### src/hw/rtl/r2fft_pkg.sv
// package with types, constants and the twiddle table of the fft block
package r2fft_pkg;
	localparam int DATA_W = 24;
	localparam int TW_W   = 16;
	localparam int MAX_LOG2 = 6;
	localparam logic signed [DATA_W-1:0] MAX24 = 24'sh7FFFFF;
	localparam logic signed [DATA_W-1:0] MIN24 = -24'sh800000;

	localparam logic CFG_LOG2_POINTS  = 1'b0;
	localparam logic CFG_INVERSE_MODE = 1'b1;

	typedef logic signed [DATA_W-1:0] data_t;

	function automatic logic signed [TW_W-1:0] tw_cos(input logic [4:0] k);
		logic signed [TW_W-1:0] r;
		unique case (k)
			5'd0: r = 16'sd32767;   5'd1: r = 16'sd32610;   5'd2: r = 16'sd32138;
			5'd3: r = 16'sd31357;   5'd4: r = 16'sd30274;   5'd5: r = 16'sd28899;
			5'd6: r = 16'sd27246;   5'd7: r = 16'sd25330;   5'd8: r = 16'sd23170;
			5'd9: r = 16'sd20788;   5'd10: r = 16'sd18205;  5'd11: r = 16'sd15447;
			5'd12: r = 16'sd12540;  5'd13: r = 16'sd9512;   5'd14: r = 16'sd6393;
			5'd15: r = 16'sd3212;   5'd16: r = 16'sd0;      5'd17: r = -16'sd3212;
			5'd18: r = -16'sd6393;  5'd19: r = -16'sd9512;  5'd20: r = -16'sd12540;
			5'd21: r = -16'sd15447; 5'd22: r = -16'sd18205; 5'd23: r = -16'sd20788;
			5'd24: r = -16'sd23170; 5'd25: r = -16'sd25330; 5'd26: r = -16'sd27246;
			5'd27: r = -16'sd28899; 5'd28: r = -16'sd30274; 5'd29: r = -16'sd31357;
			5'd30: r = -16'sd32138; default: r = -16'sd32610;
		endcase
		return r;
	endfunction

	// -sin(k) is cos(k+16) for k < 16, and -cos(k-16) above
	function automatic logic signed [TW_W-1:0] tw_nsin(input logic [4:0] k);
		logic signed [TW_W-1:0] r;
		if (k == 5'd16) r = -16'sd32768;
		else if (k[4]) r = -tw_cos({1'b0, k[3:0]});
		else r = tw_cos({1'b1, k[3:0]});
		return r;
	endfunction

	// clamp a two-bit-wider value to the signed 24-bit range
	function automatic data_t sat24(input logic signed [DATA_W+1:0] v);
		data_t r;
		if (v > $signed({{2{MAX24[DATA_W-1]}}, MAX24})) r = MAX24;
		else if (v < $signed({{2{MIN24[DATA_W-1]}}, MIN24})) r = MIN24;
		else r = v[DATA_W-1:0];
		return r;
	endfunction
endpackage

### src/hw/rtl/r2fft_bfly.sv
// shared butterfly unit: one complex multiply, rounding, then saturating add and subtract
module r2fft_bfly (
	input  logic                            clk,
	input  logic                            arst_n,
	input  logic                            start,
	input  logic                            trivial,
	input  r2fft_pkg::data_t                a_re,
	input  r2fft_pkg::data_t                a_im,
	input  r2fft_pkg::data_t                b_re,
	input  r2fft_pkg::data_t                b_im,
	input  logic signed [r2fft_pkg::TW_W-1:0] w_re,
	input  logic signed [r2fft_pkg::TW_W-1:0] w_im,
	output logic                            done,
	output r2fft_pkg::data_t                x_re,
	output r2fft_pkg::data_t                x_im,
	output r2fft_pkg::data_t                y_re,
	output r2fft_pkg::data_t                y_im
);
	// stage 1: four partial products
	logic signed [39:0] p_rr_s1, p_ii_s1, p_ri_s1, p_ir_s1;
	r2fft_pkg::data_t a_re_s1, a_im_s1, b_re_s1, b_im_s1;
	logic triv_s1, vld_s1;
	// stage 2: rounded twiddled value, one bit wider than the data
	logic signed [24:0] t_re_s2, t_im_s2;
	r2fft_pkg::data_t a_re_s2, a_im_s2;
	logic vld_s2;
	logic signed [40:0] sum_re, sum_im;

	always_ff @(posedge clk or negedge arst_n) begin
		if (!arst_n) begin
			vld_s1 <= 1'b0;
			vld_s2 <= 1'b0;
		end else begin
			vld_s1 <= start;
			vld_s2 <= vld_s1;
		end
	end

	always_ff @(posedge clk) begin
		p_rr_s1 <= b_re * w_re;
		p_ii_s1 <= b_im * w_im;
		p_ri_s1 <= b_re * w_im;
		p_ir_s1 <= b_im * w_re;
		a_re_s1 <= a_re; a_im_s1 <= a_im;
		b_re_s1 <= b_re; b_im_s1 <= b_im;
		triv_s1 <= trivial;
	end

	always_comb begin
		sum_re = 41'(p_rr_s1) - 41'(p_ii_s1) + 41'sd16384;
		sum_im = 41'(p_ri_s1) + 41'(p_ir_s1) + 41'sd16384;
	end

	always_ff @(posedge clk) begin
		if (triv_s1) begin
			t_re_s2 <= 25'(b_re_s1);
			t_im_s2 <= 25'(b_im_s1);
		end else begin
			t_re_s2 <= sum_re[39:15];
			t_im_s2 <= sum_im[39:15];
		end
		a_re_s2 <= a_re_s1;
		a_im_s2 <= a_im_s1;
	end

	assign done = vld_s2;
	assign x_re = r2fft_pkg::sat24(26'(a_re_s2) + 26'(t_re_s2));
	assign x_im = r2fft_pkg::sat24(26'(a_im_s2) + 26'(t_im_s2));
	assign y_re = r2fft_pkg::sat24(26'(a_re_s2) - 26'(t_re_s2));
	assign y_im = r2fft_pkg::sat24(26'(a_im_s2) - 26'(t_im_s2));
endmodule

### config.mk
export PLATFORM = sky130hd
export DESIGN_NAME = r2fft_bfly
export DESIGN_NICKNAME = d
export VERILOG_FILES = /design/src/hw/rtl/r2fft_pkg.sv /design/src/hw/rtl/r2fft_bfly.sv
export SDC_FILE = /design/constraint.sdc
export NUM_CORES = 2
export LEC_CHECK = 0
export ABC_AREA = 0
export BUFFER_PORTS_ARGS = -buffer_cell sky130_fd_sc_hd__buf_2
export CORE_ASPECT_RATIO = 0.6
export CORE_UTILIZATION = 44
export DETAILED_ROUTE_END_ITERATION = 16
export GPL_ROUTABILITY_DRIVEN = 1
export SLEW_MARGIN = 40
export SYNTH_ARGS = -nofsm -noshare
export SYNTH_HDL_FRONTEND = slang
export SYNTH_SLANG_ARGS = --single-unit
### constraint.sdc
create_clock -name clk -period 4.24 [get_ports clk]
set_input_delay 0.636 -clock clk [delete_from_list [all_inputs] [get_ports clk]]
set_output_delay 0.636 -clock clk [all_outputs]
set_load 0.1 [all_outputs]
### Yosys cells after proc, flatten, opt, wreduce, memory -nomap -nowiden

Index checks and enable logic that the tools add are counted.

* multipliers: 4
* multiplexer cells: 10
* $add $sub $neg: 8
* $lt $le $gt $ge: 8

Operator list (number)
* 2-to-1 mux 24 bit: 8
* multiplier 24 x 16 -> 40 bit: 4
* greater-than comparator 26 x 24 -> 1 bit (second input constant): 4
* < comparator 26 x 24 -> 1 bit (second input constant): 4
* adder 40 x 16 -> 40 bit (second input constant): 2
* adder 24 x 25 -> 26 bit: 2
* subtractor 24 x 25 -> 26 bit: 2
* 2-to-1 mux 25 bit: 2
* adder 40 bit: 1
* subtractor 40 bit: 1

* register bits: 357
* logic and storage cells: 45

### Logic depth before layout (Yosys ltp)

* word-level depth: 4
* gate-level depth with buffers: 27
* depth with buffers taken out: 25

### Worst setup path after synthesis

OpenSTA, ideal clock, no wires.

* kind: input -> register
* start point: in w_im[7] (netlist bit)
* end point: reg p_ii_s1[39]
* path buffers: 2
* path slack: -2776 ps
* cell stages on the path: 24
* arrival time: 6944 ps
* data required time: 4168 ps
* path through: clkbuf_1 clkbuf_1 nand2_1 fa_1 inv_1 fa_1 fa_1 fa_1 fa_1 inv_1 fa_1 inv_1 ha_1 a21o_1 a21o_1 a221o_1 a41o_1 a221oi_4 o21ai_2 o311a_1 o31a_1 a21o_1 a21oi_2 xnor2_1

* cells in the longest elaborated chain, start to end: 1

RTL lines
* from (decl): RTL line r2fft_bfly.sv:12 `input logic signed [r2fft_pkg::TW_W-1:0] w_im,`
* multiplier 24 x 16 -> 40 bit: RTL line r2fft_bfly.sv:41 `p_ii_s1 <= b_im * w_im;`
* to (signal assigned): RTL line r2fft_bfly.sv:41
* to (decl): RTL line r2fft_bfly.sv:20 `logic signed [39:0] p_rr_s1, p_ii_s1, p_ri_s1, p_ir_s1;`

No other way between the ends.

### Worst setup path in the final report

* start point: in b_im[11]
* end point: reg p_ii_s1[39]

* cells in the longest elaborated chain, start to end: 1

RTL lines
* from (decl): RTL line r2fft_bfly.sv:10 `input r2fft_pkg::data_t b_im,`
* multiplier 24 x 16 -> 40 bit: RTL line r2fft_bfly.sv:41

No other way between the ends.

==> summary.txt <==
Outcome
  • Status: complete, but fails checks
  • Failing checks: negative setup slack

Clocking
  • CTS Buffer Depth: 3
  • Clock transition at the registers of the reported paths: 60 ps
  • CTS buffer count: 40
  • TritonCTS clock tree: done
  • H-tree levels: 2
  • Latest clock arrival within the worst-skew pair: 630 ps
  • Root Buffer: clkbuf_16
  • Clock sinks: 357

Final layout
  • Most frequent cells in the layout: inv_1, fa_1, buf_4
  • Syn-to-layout area delta: 30.00%
  • Leading cell type in the layout, fill and taps excluded: inv_1
  • Nets: 11,520
  • Post-Layout Cell Count: 11,420
  • Layout cell share with drive strength beyond 1: 24.50%

Logic synthesis
  • Top cell type's share of synthesized area: 41.59%
  • Syn Nets: 10,350
  • Synthesized area per cell: 8.944 sq um
  • Ys Warns: 0
  • #FFs+latches synth: 357
  • Area leader, netlist: fa_1
  • Cells after synthesis: 8,073
  • Async SR Flop Fraction: 0.5602%
  • Top post-synthesis cells by area: fa_1, ha_1, inv_1, dfxtp_1, and2_1
  • Synth Flop Type: dfxtp_1
  • Netlist cell types: 91
  • Number of synthesized flops with an enable pin: 0
  • Synthesized area: 72,210 sq um
  • Register area share after synthesis: 9.912%

Worst setup path
  • Crit-path slowest cell: fa_1
  • Reg2Reg Depth: 17
  • Critical path class: in2reg
  • Crit start category: primary input
  • CP max stage delay: 520 ps
  • WP data required: 4780 ps
  • Crit end category: flip-flop
  • Critical Path Most Common Cell: fa_1
  • CP arrival: 7000 ps
  • CP max FO: 6

Detailed routing
  • Wire length per cell: 20.64 um
  • TritonRoute pass-1 iters: 5
  • DRC viols: 0
  • Vias/cell: 5.083
  • ANT nets after route: 0
  • Initial DRC Count: 4,503
  • Via Count: 58,070
  • WL final: 235,800 um

Worst hold path
  • Worst Hold Class: in2reg
  • Hold path depth: 1

Floorplanning
  • Chip height: 315.8 um
  • Die W: 525.0 um
  • Number of core rows: 114
  • Full die area: 165,800 sq um
  • # IOs: 229
  • Initial core utilization: 44.56%
  • Core area: 162,000 sq um

Global routing
  • Total track usage: 28.79%
  • GRT overflow: 0
  • Pin count of the biggest net entering global routing: 65
  • First-pass GRT wire length: 363,400 um
  • Vias in the first global route: 60,910
  • Initial antenna violation count: 5

Job
  • Maxcap violations: 0

Timing
  • Final setup margin: -2219 ps
  • Layout Skew: 23.72 ps
  • Actual slew at the worst max-slew pin: 811.7 ps
  • Final Hold Fails: 0
  • Min cycle time layout: 6459 ps
  • Final worst-path cycle share: 152.3%
  • RSZ-0062 raised after global routing: true
  • Max Fclk: 154.8 MHz
  • Rel. slew slack: 45.31%
  • Max-slew violations: 0
  • # setup viols final: 225

Place
  • Post-DP HPWL: 193,700 um
  • Buffers on Ports: 228
  • Placed Cells: 11,180
  • RD Place Congestion: 0.9104
## synthesized netlist by cell type (8+ instances only)
master     number
xnor2_1       207
o21ai_2        22
nand2b_1       63
clkbuf_1      332
fa_1         1500
o21ai_0       188
a211o_1        10
a21o_1         97
nand2_1       990
o22ai_1         8
a21boi_0        8
a211oi_1       31
nor2_1        253
nor3_1         54
and2_1        616
a21oi_1       246
o31ai_1        25
xor2_1         77
ha_1          642
inv_1        1914
dfxtp_1       355
nand3_1        40
nor2b_1        35
and3_1         21
a2111oi_0       8
or3_1          17
o211ai_1       12
nand4_1        15
o21ai_1        26
a31oi_1        21
buf_2          17
o21a_1         49
a221o_1         8
o21bai_1       37
## flip-flops by register name (all words and copies together), names as in the netlist
| signal | flops |
|---|---|
| b_im_s1 | 24 |
| a_re_s1 | 24 |
| p_ri_s1 | 40 |
| a_im_s2 | 24 |
| p_ii_s1 | 40 |
| a_re_s2 | 24 |
| t_im_s2 | 25 |
| p_ir_s1 | 40 |
| p_rr_s1 | 40 |
| triv_s1 | 1 |
| b_re_s1 | 24 |
| a_im_s1 | 24 |
| done | 1 |
| t_re_s2 | 25 |
| vld_s1 | 1 |
## metrics by stage
stage / TNS [ps] / utilization, % / hold slack, ps / setup slack (ps) / cell area, sq um
4_1_cts: -257850 / 56.82 / 73.25 / -2207 / 92070
3_3_place_gp: -314380 / 54.03 / 312.8 / -3151 / 87550
5_1_grt: -288370 / 57.93 / 81.75 / -2377 / 93860
6_report: -254640 / 57.93 / 113.0 / -2219 / 93870
3_5_place_dp: -323060 / 54.03 / 312.1 / -3167 / 87550
2_1_floorplan: -159150 / - / 309.6 / -2361 / 75300
## final timing paths
kind | start | endpoint | slack, ps
min in group asynchronous | arst_n | vld_s1$_DFF_PN0_ | 320
setup reg to reg | p_ii_s1[21]$_DFF_P_ | t_re_s2[23]$_DFF_P_ | -560
hold reg to reg | a_im_s1[6]$_DFF_P_ | a_im_s2[6]$_DFF_P_ | 310
max in group asynchronous | arst_n | done$_DFF_PN0_ | 3830
hold / removal | a_re[20] | a_re_s1[20]$_DFF_P_ | 110
setup / recovery | b_im[11] | p_ii_s1[39]$_DFF_P_ | -2220
## critical path, delay by kind of cell
kind / cells / cell delay, ps
buffers and inverters: 6 / 570
XOR/XNOR: 1 / 120
AND/OR/NAND/NOR: 1 / 140
AO/OA/AOI/OAI: 10 / 2300
adder cells (fa/ha/maj): 7 / 3210
## repair_timing
item,4_1_cts,5_1_grt
setup endpoints to repair,230,233
pin swaps,220,262
hold endpoints to repair,2,0
resized for setup,455,350
buffers inserted,111,72
hold buffers,1,0
gates cloned,12,3
## routing by layer
layer / global-route usage, % / up-vias / part of all wire, %
met2: 40.31 / 2024 / 40
met3: 6.246 / 203 / 9.0
li1: - / 26400 / -
met4: 5.742 / 2 / 2.1
met1: 45.07 / 29440 / 48
met5: 0 / - / 0.0055
## cell families (layout without fill, tap and decap cells)
logic type / count (synthesis) / in the layout / share of synthesized area [%]
compound gates: 868 / 868 / 7.758
fa+ha+maj: 2142 / 2142 / 52.71
xor+xnor: 284 / 284 / 3.445
other cells: 0 / 3 / 0
flops: 357 / 357 / 9.912
simple gates: 2138 / 2138 / 14.11
mux: 4 / 4 / 0.06238
buf+inv: 2280 / 3482 / 12.00
## area by class of cell
cell class / instances / area (sq um)
antenna: 3 / 7.507
clock buffer: 49 / 1056
clock inverter: 24 / 327.8
fill: 14130 / 68170
inverter: 1914 / 7189
multi-input combinational: 5436 / 60410
sequential: 357 / 7164
tap: 2146 / 2685
timing repair buffer: 1495 / 15030
Power is left out: the tool's default activity adds up to more than one toggle a clock period on the data nets, which glitch-free logic cannot reach.
